$ cat src/sv/txfsa_pkg.sv
// Package for the transmit arbiter: transaction payload types, item kind codes
// and the command and status structs between controller and datapath.
// No dependencies.
package txfsa_pkg;

    localparam logic [1:0] KIND_PUSH       = 2'd0;
    localparam logic [1:0] KIND_STAT_WRITE = 2'd1;
    localparam logic [1:0] KIND_STAT_START = 2'd2;
    localparam logic [1:0] KIND_TICK       = 2'd3;

    localparam logic RES_BYTE    = 1'b0;
    localparam logic RES_REFUSED = 1'b1;

    typedef struct packed {
        logic [1:0]  kind;
        logic [7:0]  data_byte;
        logic [9:0]  status_index;
        logic [10:0] status_length;
        logic        sink_ready;
    } t_item;

    typedef struct packed {
        logic       result_kind;
        logic [7:0] out_byte;
        logic       from_status;
        logic       last_in_chunk;
        logic       status_done;
    } t_result;

    typedef struct packed {
        logic push;
        logic refuse;
        logic stat_write;
        logic stat_start;
        logic fifo_emit;
        logic stat_emit;
        logic last;
        logic done;
        logic pos_clear;
        logic pend_clear;
    } t_dp_cmd;

    typedef struct packed {
        logic gate_ok;
        logic fifo_empty;
        logic fifo_full;
        logic fifo_one;
        logic pending;
        logic stat_none;
        logic stat_last;
    } t_dp_stat;

endpackage

$ cat src/sv/txfsa_ctrl.sv
// Controller of the transmit arbiter: the idle, delay and status transmit
// arbiter state and the sequencer that emits one byte per cycle of a chunk.
// Depends on txfsa_pkg.
module txfsa_ctrl #(
    parameter int CHUNK_BYTES = 64
) (
    input  logic                i_clk,
    input  logic                i_rst_n,
    input  logic                i_start,
    input  logic [1:0]          i_kind,
    input  txfsa_pkg::t_dp_stat i_stat,
    output logic                o_busy,
    output txfsa_pkg::t_dp_cmd  o_cmd
);
    import txfsa_pkg::*;

    localparam int CNW = $clog2(CHUNK_BYTES + 1);

    typedef enum logic [1:0] {SQ_IDLE, SQ_FIFO, SQ_STAT} t_seq;
    typedef enum logic [1:0] {AR_IDLE, AR_DELAY, AR_STATUS_TX} t_arb;

    t_seq           r_sq, n_sq;
    t_arb           r_ar, n_ar;
    logic [CNW-1:0] r_cnt, n_cnt;
    logic           r_busy;
    logic [CNW-1:0] cur_cnt;
    logic           chunk_end;
    logic           accept;
    t_dp_cmd        cmd;

    assign accept    = i_start && !r_busy;
    assign cur_cnt   = (r_sq == SQ_IDLE) ? '0 : r_cnt;
    assign chunk_end = cur_cnt == CNW'(CHUNK_BYTES - 1);

    always_comb begin
        n_sq  = r_sq;
        n_ar  = r_ar;
        n_cnt = r_cnt;
        cmd   = '0;
        unique case (r_sq)
            SQ_IDLE: begin
                if (accept) begin
                    unique case (i_kind)
                        KIND_PUSH: begin
                            cmd.refuse = i_stat.fifo_full;
                            cmd.push   = !i_stat.fifo_full;
                        end
                        KIND_STAT_WRITE: cmd.stat_write = 1'b1;
                        KIND_STAT_START: cmd.stat_start = 1'b1;
                        KIND_TICK: begin
                            if (i_stat.gate_ok) begin
                                unique case (r_ar)
                                    AR_IDLE: begin
                                        if (!i_stat.fifo_empty) begin
                                            cmd.fifo_emit = 1'b1;
                                            cmd.last      = chunk_end || i_stat.fifo_one;
                                            n_cnt         = cur_cnt + CNW'(1);
                                            n_sq          = cmd.last ? SQ_IDLE : SQ_FIFO;
                                        end else if (i_stat.pending) begin
                                            n_ar          = AR_DELAY;
                                            cmd.pos_clear = 1'b1;
                                        end
                                    end
                                    AR_DELAY: begin
                                        n_ar = i_stat.fifo_empty ? AR_STATUS_TX : AR_IDLE;
                                    end
                                    AR_STATUS_TX: begin
                                        if (i_stat.stat_none) begin
                                            cmd.pend_clear = 1'b1;
                                            n_ar           = AR_IDLE;
                                        end else begin
                                            cmd.stat_emit = 1'b1;
                                            cmd.done      = i_stat.stat_last;
                                            cmd.last      = i_stat.stat_last || chunk_end;
                                            cmd.pend_clear = i_stat.stat_last;
                                            n_ar          = i_stat.stat_last ? AR_IDLE : r_ar;
                                            n_cnt         = cur_cnt + CNW'(1);
                                            n_sq          = cmd.last ? SQ_IDLE : SQ_STAT;
                                        end
                                    end
                                    default: n_ar = AR_IDLE;
                                endcase
                            end
                        end
                    endcase
                end
            end
            SQ_FIFO: begin
                cmd.fifo_emit = 1'b1;
                cmd.last      = chunk_end || i_stat.fifo_one;
                n_cnt         = cur_cnt + CNW'(1);
                n_sq          = cmd.last ? SQ_IDLE : SQ_FIFO;
            end
            SQ_STAT: begin
                cmd.stat_emit  = 1'b1;
                cmd.done       = i_stat.stat_last;
                cmd.last       = i_stat.stat_last || chunk_end;
                cmd.pend_clear = i_stat.stat_last;
                n_ar           = i_stat.stat_last ? AR_IDLE : r_ar;
                n_cnt          = cur_cnt + CNW'(1);
                n_sq           = cmd.last ? SQ_IDLE : SQ_STAT;
            end
            default: n_sq = SQ_IDLE;
        endcase
    end

    always_ff @(posedge i_clk) begin
        if (!i_rst_n) begin
            r_sq   <= SQ_IDLE;
            r_ar   <= AR_IDLE;
            r_cnt  <= '0;
            r_busy <= 1'b0;
        end else begin
            r_sq   <= n_sq;
            r_ar   <= n_ar;
            r_cnt  <= n_cnt;
            r_busy <= n_sq != SQ_IDLE;
        end
    end

    assign o_busy = r_busy;
    assign o_cmd  = cmd;

    a_one_source: assert property (@(posedge i_clk) disable iff (!i_rst_n)
        !(cmd.fifo_emit && cmd.stat_emit))
        else $error("FIFO and status buffer emitted in the same cycle.");

    a_fifo_has_data: assert property (@(posedge i_clk) disable iff (!i_rst_n)
        r_sq == SQ_FIFO |-> !i_stat.fifo_empty)
        else $error("FIFO drain continued past an empty FIFO.");

    a_stat_has_data: assert property (@(posedge i_clk) disable iff (!i_rst_n)
        r_sq == SQ_STAT |-> !i_stat.stat_none && r_ar == AR_STATUS_TX)
        else $error("Status drain continued without bytes left.");

    a_busy_tracks: assert property (@(posedge i_clk) disable iff (!i_rst_n)
        cmd.last && (cmd.fifo_emit || cmd.stat_emit) |=> !r_busy)
        else $error("Sequencer stayed busy after the last byte of a chunk.");

endmodule

$ cat config.mk
export PLATFORM = sky130hd
export DESIGN_NAME = txfsa_ctrl
export DESIGN_NICKNAME = d
export VERILOG_FILES = /design/src/sv/txfsa_pkg.sv /design/src/sv/txfsa_ctrl.sv
export SDC_FILE = /design/constraint.sdc
export NUM_CORES = 1
export LEC_CHECK = 0
export BUFFER_PORTS_ARGS = -buffer_cell sky130_fd_sc_hd__clkbuf_2
export CORE_MARGIN = 4
export CORE_UTILIZATION = 55
export CTS_CLUSTER_DIAMETER = 120
export DETAILED_ROUTE_END_ITERATION = 8
export PLACE_DENSITY = 0.94
export SKIP_LAST_GASP = 1
export SYNTH_ARGS = -nofsm -noshare
export SYNTH_HDL_FRONTEND = slang
export SYNTH_SLANG_ARGS = --single-unit
export TNS_END_PERCENT = 5
$ cat constraint.sdc
create_clock -name i_clk -period 8.15 [get_ports i_clk]
set_input_delay 2.0375 -clock i_clk [delete_from_list [all_inputs] [get_ports i_clk]]
set_output_delay 2.0375 -clock i_clk [all_outputs]
set_load 0.01 [all_outputs]
# Word level (Yosys, flattened, before mapping)

Cells that the tools add are included.

Add/subtract/negate cells: 1
Equality and inequality tests: 16
Multiplexer cells: 52
Reductions and logical operators: 14

Operators by type and width:

| cell                | number |
|---|---|
| $mux 7              | 6 |
| $mux 2              | 15 |
| $pmux 7 s2          | 2 |
| $mux 1              | 14 |
| $mux 6              | 2 |
| $ne 3x3->1 const B  | 4 |
| $pmux 2 s3          | 2 |
| $mux 10             | 1 |
| $pmux 1 s2          | 5 |
| $eq 2x2->1 const B  | 4 |
| $pmux 2 s2          | 2 |
| $add 7x1->7 const B | 1 |
| $eq 7x6->1 const B  | 1 |
| $reduce_and 7->1    | 1 |
| $eq 2x1->1 const B  | 3 |
| $logic_not 2->1     | 3 |
| $reduce_and 6->1    | 1 |
| $reduce_bool 2->1   | 3 |
| $mux 4              | 1 |
| $ne 2x2->1 const B  | 2 |
| $mux 3              | 1 |
| $ne 3x1->1 const B  | 1 |
| $pmux 1 s3          | 1 |
| $logic_not 1->1     | 2 |
| other kinds (4)     | 5 |

Register bits: 12
Input port bits: 12
Output and inout bits: 11
Logic and storage cells: 87

# Depth between registers and ports, before layout

Gate-level depths: netlist of run 1.

Word-level depth: 12
Gate-level depth with buffers: 8
Mapped depth without buffers: 7

# Worst setup path before layout of run 1

OpenSTA, ideal clock, no wires.

Path type: input to output
From: in i_start
To: out o_cmd[2] (netlist name)
Arrival: 3.248 ns
Required time: 6.113 ns
Setup slack: 2.864 ns
Cell stages on the path: 6
Path buffers: 1
Cells stage by stage: or4b_1 -> buf_2 -> nand3b_1 -> a21o_1 -> inv_1 -> and2_1

RTL lines:

| element            | line             | source |
|---|---|---|
| start: declaration | txfsa_ctrl.sv:9  | `input logic i_start,` |
| end: declaration   | txfsa_ctrl.sv:13 | `output txfsa_pkg::t_dp_cmd o_cmd` |

==> results of run 1 <==
## registers in the layout, indices dropped and copies added, names as in the netlist
signal,count
o_busy,1
r_ar,2
r_cnt,7
r_sq,2
## cell families (layout without fill, tap and decap cells)
kind of cell | Yosys count | in the layout | share of synthesized area [%]
AND/OR/NAND/NOR | 59 | 59 | 36.3
AO/OA/AOI/OAI | 29 | 29 | 24.3
flip-flops | 12 | 12 | 26.7
buffers and inverters | 11 | 28 | 4.72
multiplexers | 5 | 5 | 5.69
adder cells (fa/ha/maj) | 1 | 1 | 1.39
XOR/XNOR | 1 | 1 | 0.972
## worst max path at each step
stage	start	cells after the start	end	slack (ps)
final	i_start	6	o_cmd[0]	2540
after detailed placement	i_start	6	o_cmd[0]	2560
after CTS	i_start	6	o_cmd[0]	2560
after global placement	i_start	6	o_cmd[0]	2630
after global routing	i_start	6	o_cmd[0]	2490
after floorplan	i_start	6	o_cmd[2]	2860
## layout make-up
cell class / count / area (um^2) / area share (%)
Sequential cell: 12 / 240 / 23.5
Tap cell: 16 / 20.0 / 1.96
Timing Repair Buffer: 22 / 110 / 10.8
Multi-Input combinational cell: 95 / 618 / 60.5
Clock buffer: 3 / 22.5 / 2.20
Inverter: 3 / 11.3 / 1.10
## cells in the mapped netlist, types with 2 or more instances
| library cell | number | area, um^2 |
|---|---|---|
| a21oi_1 | 4 | 20.0 |
| mux2i_1 | 4 | 40.0 |
| nand2b_1 | 4 | 25.0 |
| nor2_1 | 10 | 37.5 |
| and2_1 | 3 | 18.8 |
| o21a_1 | 2 | 15.0 |
| a31oi_1 | 2 | 12.5 |
| nand3_1 | 3 | 15.0 |
| o211ai_1 | 3 | 22.5 |
| o22ai_1 | 2 | 12.5 |
| nor4_1 | 4 | 25.0 |
| o21ai_0 | 2 | 10.0 |
| nand2_1 | 14 | 52.6 |
| and3_1 | 3 | 18.8 |
| nand3b_1 | 2 | 15.0 |
| dfxtp_1 | 12 | 240 |
| nor3_1 | 2 | 10.0 |
| nor3b_1 | 4 | 30.0 |
| inv_1 | 3 | 11.3 |
| a31o_2 | 2 | 17.5 |
| clkbuf_1 | 7 | 26.3 |
| nand4_1 | 2 | 12.5 |
## worst register-to-register path: cells and delay by family (launching register included)
family           cells  cell delay [ps]
flip-flops           1              460
AO/OA/AOI/OAI        2              530
AND/OR/NAND/NOR      2             1320
## power breakdown
part / switching, mW / leakage, nW / internal, mW
logic: 0.00934 / 0.310 / 0.00650
clock network: 0.0194 / 0.0138 / 0.0172
registers: 0.000820 / 0.0967 / 0.0590
## per-layer routing
| metal | part of all wire (%) | track usage, % |
|---|---|---|
| met2 | 49 | 32.8 |
| met4 | 1.6 | 10.3 |
| met1 | 40 | 23.1 |
| met3 | 9.5 | 5.52 |
| met5 | 0 | 0 |
==> reports/results.ini, run 1 <==
[outcome]
status = completed

[clock_network]
clock_latency_ps = 280
clk_path_buf_depth = 2
cts_tree = done
cts_resized = 0
cts-root-buf = clkbuf_4
path_clk_slew_ps = 70
cts_setup_buffers = 0
cts_made_buffers = 3
postCtsHoldBufs = 0
cts.sinks = 12
htreeDepth = 1

[critical_path]
worstPathBufferInverterCount = 2
cp_cell_sequence = clkbuf_2 > or4b_1 > nor3_1 > o211ai_1 > a21oi_1 > clkbuf_2
critPathArrivalTime_ps = 3570
crit_path_end_kind = primary output
r2r_end = r_cnt[5]
critPathMaxStageDelay_ps = 570
rr_startpoint = r_sq[0]
critical_path.most_common_cell = clkbuf_2
critPathKind = in -> out
rr_worst_depth = 4
r2r_setup_slack_ps = 5790
crit_fanout = 8
cp_top_family = simple AND/OR/NAND/NOR gates
worstPathRequired_ps = 6110
crit_slowest_cell = or4b_1
start_kind = input port

[floorplanning]
coreArea_um2 = 1520
io_pins = 23
rows = 14
die_area_um2 = 2350
fp.dieH_um = 48.5
start_util_pct = 59.1
die_w_um = 48.5

[place]
portBuffers = 22
placed_cells = 148
dp_slack_ps = 2560
dpl.hpwl_um = 1680
placed_area_um2 = 1000
place_congestion = 0.934

[logic_synthesis]
synth_edf_count = 0
ys_seq_area_share_pct = 26.7
synth_nets = 131
synthFlopType = dfxtp_1
async_flop_share_pct = 0
yosys_warnings = 0
postSynthAreaPerCell_um2 = 7.63
ys_seq_elements = 12
synthCells = 118
netlist_area_um2 = 901
synth_cell_type_count = 46

[global_route]
antenna_found_initial = 0
grt_pass1_vias = 946
grt_pass1_wl_um = 3900
grt.total_usage_pct = 19.9
grt_max_degree = 19
grt_overflow = 0

[sta]
post-route-min-period_ps = 5610
rsz0062_at_grt = no
fin_worst_skew_ps = 5.36
maxSlewViolCount = 0
tightest_slew_ps = 682
hold_viol = 0
whs_ps = 476
max-slew-margin-rel_pct = 54.1
fmax_ghz = 0.178
setup_viol = 0
period_share_pct = 68.8
fin_tns_setup_ps = 0
fin_ws_ps = 2540

[hold_path]
hold_depth = 2
hold_end = r_cnt[1]
worstHoldStart = r_cnt[1]
holdCritPathClass = reg -> reg

[layout]
area_growth_pct = 13.5
final_common_cell = clkbuf_2
final_cell_mix = clkbuf_2, nand2_1, dfxtp_1
fillers = 133
stdcell_count = 151
fin_util_pct = 67.1
drive_gt1_share_pct = 23.7
design_area_um2 = 1020
final_nets = 150
num_antenna_cells = 0

[routing]
drt_iter0_markers = 20
antenna_left = 0
wl_um = 2250
via_per_inst = 6.46
drc = 0
routedWlPerCell_um = 14.9
drt_pass1_iterations = 4
vias = 975

[pwr]
max-vdd-ir-drop_mv = 0.0778
total_power_uw = 112
power.leakage_nw = 0.421
p_per_area_nw_per_um2 = 110

[flow_run]
drv_cap = 0

Note: power is estimated with default switching activity, not from simulation.
==> run 2: changes to the inputs <==
--- a/config.mk
+++ b/config.mk
@@ -5,12 +5,13 @@
 export SDC_FILE = /design/constraint.sdc
 export NUM_CORES = 1
 export LEC_CHECK = 0
+export ABC_AREA = 1
 export BUFFER_PORTS_ARGS = -buffer_cell sky130_fd_sc_hd__clkbuf_2
 export CORE_MARGIN = 4
-export CORE_UTILIZATION = 55
+export CORE_UTILIZATION = 47
 export CTS_CLUSTER_DIAMETER = 120
 export DETAILED_ROUTE_END_ITERATION = 8
-export PLACE_DENSITY = 0.94
+export PLACE_DENSITY = 0.86
 export SKIP_LAST_GASP = 1
 export SYNTH_ARGS = -nofsm -noshare
 export SYNTH_HDL_FRONTEND = slang
==> constraint.sdc (replaced) <==
create_clock -name i_clk -period 5 [get_ports i_clk]
set_input_delay 1.25 -clock i_clk [delete_from_list [all_inputs] [get_ports i_clk]]
set_output_delay 1.25 -clock i_clk [all_outputs]
set_load 0.01 [all_outputs]
==> run 2 against run 1 <==
Effect of this change:
- core utilization is 8.1 points lower
- global-route usage is 0.92 points lower
- combinational power is 85% higher
- die area is 23% higher
- wire length is 3.9% higher
- design area is 13% higher
- sequential share of layout area is 2.7 points lower
- highest routed layer unchanged
- largest power group unchanged
- critical endpoint is now o_cmd[2]
- hold slack better by 4.1 ps
- total power is 87% higher
- register-to-register slack worse by 2600 ps
- clock skew is 1.4 ps lower
- sequential power is 67% higher
==> reports/results.ini, run 2 <==
[global_route]
antenna_found_initial = 0
grt_pass1_wl_um = 4050
grt.total_usage_pct = 19.0
grt_max_degree = 11
grt_overflow = 0
grt_pass1_vias = 1046

[layout]
regArea_um2 = 240
largest_register_ffs = 7
final_cell_mix = nand2_1, inv_1, nor2_1
final_common_cell = nand2_1
multi_input_area_um2 = 621
regMostFlops = r_cnt
drive_gt1_share_pct = 24.1
fillers = 197
reg_top3 = r_cnt: 7 flops, r_ar: 2 flops, r_sq: 2 flops
area_growth_pct = 18.0
final_nets = 205
num_antenna_cells = 0

[floorplanning]
coreArea_um2 = 1960
fp.dieH_um = 53.7
io_pins = 23
rows = 16
start_util_pct = 49.9
die_area_um2 = 2880
die_w_um = 53.7

[logic_synthesis]
ys_seq_elements = 12
postSynthAreaPerCell_um2 = 5.90
synth_most_common_cell = nand2_1
yosysTopAreaCell = dfxtp_1
synth_cell_type_count = 25
netlist_area_um2 = 980
synth_common_cells = nand2_1, inv_1, nor2_1
async_flop_share_pct = 0
synth_edf_count = 0
yosys_warnings = 0
ys_seq_area_share_pct = 24.5
synth_nets = 179
synthFlopType = dfxtp_1
synth_top_area_share_pct = 24.5
synth.area.top_cells = dfxtp_1, nand2_1, inv_1
synthCells = 166

[critical_path]
rr_startpoint = r_sq[0]
crit_slowest_cell = nor2_1
critPathMaxStageDelay_ps = 250
worst-path-stages = 8
worstPathRequired_ps = 3750
worstPathBufferInverterCount = 2
crit_path_start = i_kind[0]
critPathKind = in -> out
r2r_end = o_busy
cp_top_family = simple AND/OR/NAND/NOR gates
cp-endpoint = o_cmd[2]
rr_worst_depth = 10
crit_path_end_kind = primary output
r2r_setup_slack_ps = 3160
cp_cell_sequence = clkbuf_2 > nand3_1 > nor2_1 > nand2_4 > nor2_4 > nand3_1 > a21oi_1 > clkbuf_2
critPathArrivalTime_ps = 2340
start_kind = input port
crit_fanout = 4

[sta]
rsz0062_at_grt = no
setup_viol = 0
post-route-min-period_ps = 3590
fin_tns_setup_ps = 0
maxSlewViolCount = 0
period_share_pct = 71.8
tightest_slew_ps = 335
fmax_ghz = 0.279
hold_viol = 0
fin_worst_skew_ps = 3.99
whs_ps = 480
fin_ws_ps = 1410
max-slew-margin-rel_pct = 77.6

[clock_network]
cts_setup_buffers = 0
cts_made_buffers = 3
htreeDepth = 1
cts_tree = done
clk_path_buf_depth = 2
clock_latency_ps = 280
cts_resized = 0
path_clk_slew_ps = 80
cts-root-buf = clkbuf_4
postCtsHoldBufs = 0
cts.sinks = 12

[pwr]
power.leakage_nw = 0.614
p_per_area_nw_per_um2 = 181
max-vdd-ir-drop_mv = 0.173

[routing]
wl_um = 2330
routedWlPerCell_um = 10.7
antenna_left = 0
drc = 0
vias = 1108
drt_iter0_markers = 42
via_per_inst = 5.08
drt_pass1_iterations = 4

[place]
dp_slack_ps = 1410
portBuffers = 22
dpl.hpwl_um = 1860
place_congestion = 0.867

[hold_path]
holdCritPathClass = reg -> reg

[outcome]
status = completed

[flow_run]
drv_cap = 0

## run 2: cell count changes after synthesis, moves of 4 or more
cell      before  now
nand2_1       14   48
nor2_1        10   23
nand3_1        3    7
clkbuf_1       7    0
nor3b_1        4    0
o21ai_0        2    8
nand2b_1       4    0
a21oi_1        4    8
nor2_4         0    4
mux2i_1        4    0
inv_1          3   26
## run 2: kinds of logic (layout without fill, tap and decap cells)
| group | after synthesis | count (layout) | share of synthesized area [%] |
|---|---|---|---|
| adder cells (fa/ha/maj) | 1 | 1 | 1.28 |
| AND/OR/NAND/NOR | 98 | 98 | 46.9 |
| XOR/XNOR | 2 | 2 | 1.79 |
| flip-flops | 12 | 12 | 24.5 |
| AO/OA/AOI/OAI | 22 | 22 | 13.4 |
| buffers and inverters | 31 | 56 | 12.1 |
## run 2: final cells by class
type / count / area share (%)
clock buffer: 4 / 3.14
inverter: 30 / 9.96
multi-input combinational: 123 / 53.7
sequential: 12 / 20.8
tap: 27 / 2.92
timing repair buffer: 22 / 9.52
## run 2: worst min-delay path by stage
stage | cells after the start | endpoint | start
2_1_floorplan | 2 | r_cnt[0] | r_cnt[0]
3_3_place_gp | 2 | r_cnt[0] | r_cnt[0]
3_5_place_dp | 2 | r_cnt[0] | r_cnt[0]
4_1_cts | 2 | r_cnt[0] | r_cnt[0]
5_1_grt | 2 | r_cnt[0] | r_cnt[0]
6_report | 2 | r_cnt[0] | r_cnt[0]
## run 2: power by group
group | internal, mW | leakage [nW] | switching (mW)
clock network | 0.0443 | 0.0210 | 0.0357
logic | 0.0113 | 0.496 | 0.0179
registers | 0.0977 | 0.0970 | 0.00237
total | 0.153 | 0.614 | 0.0560
## run 2: metrics by stage
step	instances	utilization, %	power (mW)	instance area (um^2)
detailed placement	214	57.1	0.132	1120
floorplan	166	-	0.121	980
global placement	214	57.1	0.130	1120
CTS	218	58.9	0.213	1160
global route	218	58.9	0.221	1160
finish	218	58.9	0.209	1160
## run 2: metal layers
metal  global-route usage [%]  share of wire (%)  wire length [um]  vias to the layer above
met3                     5.82                5.7               134                        2
met2                     35.7                 53              1240                       29
li1                         -                  -                 -                      564
met1                     19.5                 40               943                      513
met4                     6.81               0.47                11                        0
met5                        0                  0                 0                        -
## run 2: worst reg2reg max path, delay by kind of cell (launching register included)
| family | cells | cell delay [ps] |
|---|---|---|
| simple gates | 6 | 820 |
| flops | 1 | 400 |
| compound gates | 2 | 270 |
| fa+ha+maj | 1 | 230 |
| buf+inv | 1 | 70 |
==> run 3: changes to the inputs <==
--- a/config.mk
+++ b/config.mk
@@ -5,10 +5,10 @@
 export SDC_FILE = /design/constraint.sdc
 export NUM_CORES = 1
 export LEC_CHECK = 0
-export ABC_AREA = 1
+export ABC_AREA = 0
 export BUFFER_PORTS_ARGS = -buffer_cell sky130_fd_sc_hd__clkbuf_2
 export CORE_MARGIN = 4
-export CORE_UTILIZATION = 47
+export CORE_UTILIZATION = 46
 export CTS_CLUSTER_DIAMETER = 120
 export DETAILED_ROUTE_END_ITERATION = 8
 export PLACE_DENSITY = 0.86
==> constraint.sdc (replaced) <==
create_clock -name i_clk -period 3.2 [get_ports i_clk]
set_input_delay 0.8 -clock i_clk [delete_from_list [all_inputs] [get_ports i_clk]]
set_output_delay 0.8 -clock i_clk [all_outputs]
set_load 0.01 [all_outputs]
==> run 3 against run 2 <==
Effect of this change:
- setup slack worse by 1300 ps
- non-clock buffer count up 3
- sequential share of layout area up 1.5 points
- die area down 5.2%
- register-to-register slack worse by 2300 ps
- flip-flop and latch count unchanged
- wire length up 0.13%
- hold slack better by 10 ps
- total power up 52%
- clock power up 54%
- via count down 11%
- critical endpoint is now o_cmd[3]
- largest cell class unchanged
==> reports/results.ini, run 3 (synthesis results as in run 1) <==
[outcome]
status = completed

[critical_path]
critPathMaxStageDelay_ps = 350
start_kind = flop
crit_fanout = 9
r2r_setup_slack_ps = 830
rr_worst_depth = 5
worstPathRequired_ps = 2400
r2r_end = r_cnt[5]
crit_path_end_kind = primary output
crit_slowest_cell = or3_1
cp_cell_sequence = or2_4 > and2_1 > ha_1 > and3_2 > a31oi_2 > nor2_1 > or3_1 > clkbuf_2
critPathKind = reg -> out
critPathArrivalTime_ps = 2290
rr_startpoint = r_sq[0]

[layout]
drive_gt1_share_pct = 27.3
final_common_cell = clkbuf_2
final_nets = 153
final_cell_mix = clkbuf_2, nand2_1, dfxtp_1
regMostFlops = r_cnt
reg_top3 = r_cnt: 7 flops, r_ar: 2 flops, r_sq: 2 flops
num_antenna_cells = 0
stdcell_count = 164
largest_register_ffs = 7
area_growth_pct = 19.9

[flow_run]
drv_cap = 0

[sta]
fin_ws_ps = 110
fin_tns_setup_ps = 0
post-route-min-period_ps = 3090
setup_viol = 0
maxSlewViolCount = 0
rsz0062_at_grt = no
max-slew-margin-rel_pct = 52.5
tightest_slew_ps = 705
fmax_ghz = 0.324
hold_viol = 0
period_share_pct = 96.6
fin_worst_skew_ps = 10.2

[clock_network]
cts_tree = done
path_clk_slew_ps = 80
cts_made_buffers = 3
clock_latency_ps = 280
cts.sinks = 12
cts-root-buf = clkbuf_4
htreeDepth = 1
clk_path_buf_depth = 2
cts_setup_buffers = 0

[floorplanning]
start_util_pct = 50.5
die_w_um = 52.3
coreArea_um2 = 1780
io_pins = 23
fp.dieH_um = 52.3
die_area_um2 = 2730
rows = 15

[hold_path]
hold_depth = 2
worstHoldStart = r_cnt[1]
holdCritPathClass = reg -> reg
hold_end = r_cnt[1]

[global_route]
grt_max_degree = 19
grt_pass1_wl_um = 3890
grt.total_usage_pct = 19.3
antenna_found_initial = 0
grt_pass1_vias = 932
grt_overflow = 0

[routing]
drt_iter0_markers = 9
drt_pass1_iterations = 4
wl_um = 2340
via_per_inst = 6.04
drc = 0
vias = 991
routedWlPerCell_um = 14.2
antenna_left = 0

[pwr]
p_per_area_nw_per_um2 = 294
max-vdd-ir-drop_mv = 0.201
power.leakage_nw = 0.443

[place]
place_congestion = 0.853
portBuffers = 22
placed_cells = 160
dpl.hpwl_um = 1790
dp_slack_ps = 153

## run 3: worst max-delay path, delay by kind of cell, from the launching register on
kind | cells | cell delay, ps
and+or+nand+nor | 5 | 1140
DFF | 1 | 320
adders and majority gates | 1 | 230
AOI/OAI and AO/OA | 1 | 190
buffers and inverters | 1 | 140
## run 3: layout make-up
| class | count | area, um^2 |
|---|---|---|
| clock buffer | 4 | 36.3 |
| fill | 174 | 703 |
| inverter | 3 | 11.3 |
| multi-input combinational | 95 | 628 |
| sequential | 12 | 240 |
| tap | 25 | 31.3 |
| timing repair buffer | 25 | 133 |
## run 3: how the worst max path moves through the flow
| stage | startpoint | endpoint | slack, ps | cells past startpoint |
|---|---|---|---|---|
| 3_5_place_dp | i_start | o_cmd[2] | 150 | 7 |
| 3_3_place_gp | i_start | o_cmd[2] | 220 | 7 |
| 6_report | r_sq[0] | o_cmd[3] | 110 | 8 |
| 4_1_cts | r_sq[0] | o_cmd[3] | 80 | 8 |
| 5_1_grt | r_sq[0] | o_cmd[3] | 9 | 8 |
| 2_1_floorplan | r_sq[0] | o_cmd[3] | 390 | 8 |
## run 3: timing repair
item / in CTS / in global routing
hold buffers: 0 / 0
gates resized for setup: 2 / 1
pin swaps: 0 / 1
setup endpoints to repair: 1 / 1
## run 3: power breakdown
part | switching (mW) | internal (mW)
combinational | 0.0246 | 0.0174
clock | 0.0542 | 0.0693
sequential | 0.00158 | 0.150
total | 0.0803 | 0.237
## run 3: layer usage
| layer | vias to the layer above | GRT usage, % | part of all wire (%) |
|---|---|---|---|
| met2 | 49 | 33.1 | 49 |
| met4 | 0 | 12.8 | 1.9 |
| met1 | 451 | 21.5 | 41 |
| li1 | 485 | - | - |
| met3 | 6 | 3.70 | 7.7 |
| met5 | - | 0 | 0 |
## run 3: through the flow
step | utilization [%] | power [mW] | hold WS, ps | area (um^2)
after floorplan | - | 0.179 | 447 | 901
after global placement | 58.0 | 0.195 | 457 | 1030
after detailed placement | 58.0 | 0.197 | 476 | 1030
after CTS | 60.5 | 0.322 | 494 | 1080
after global routing | 60.6 | 0.338 | 524 | 1080
final | 60.6 | 0.317 | 490 | 1080
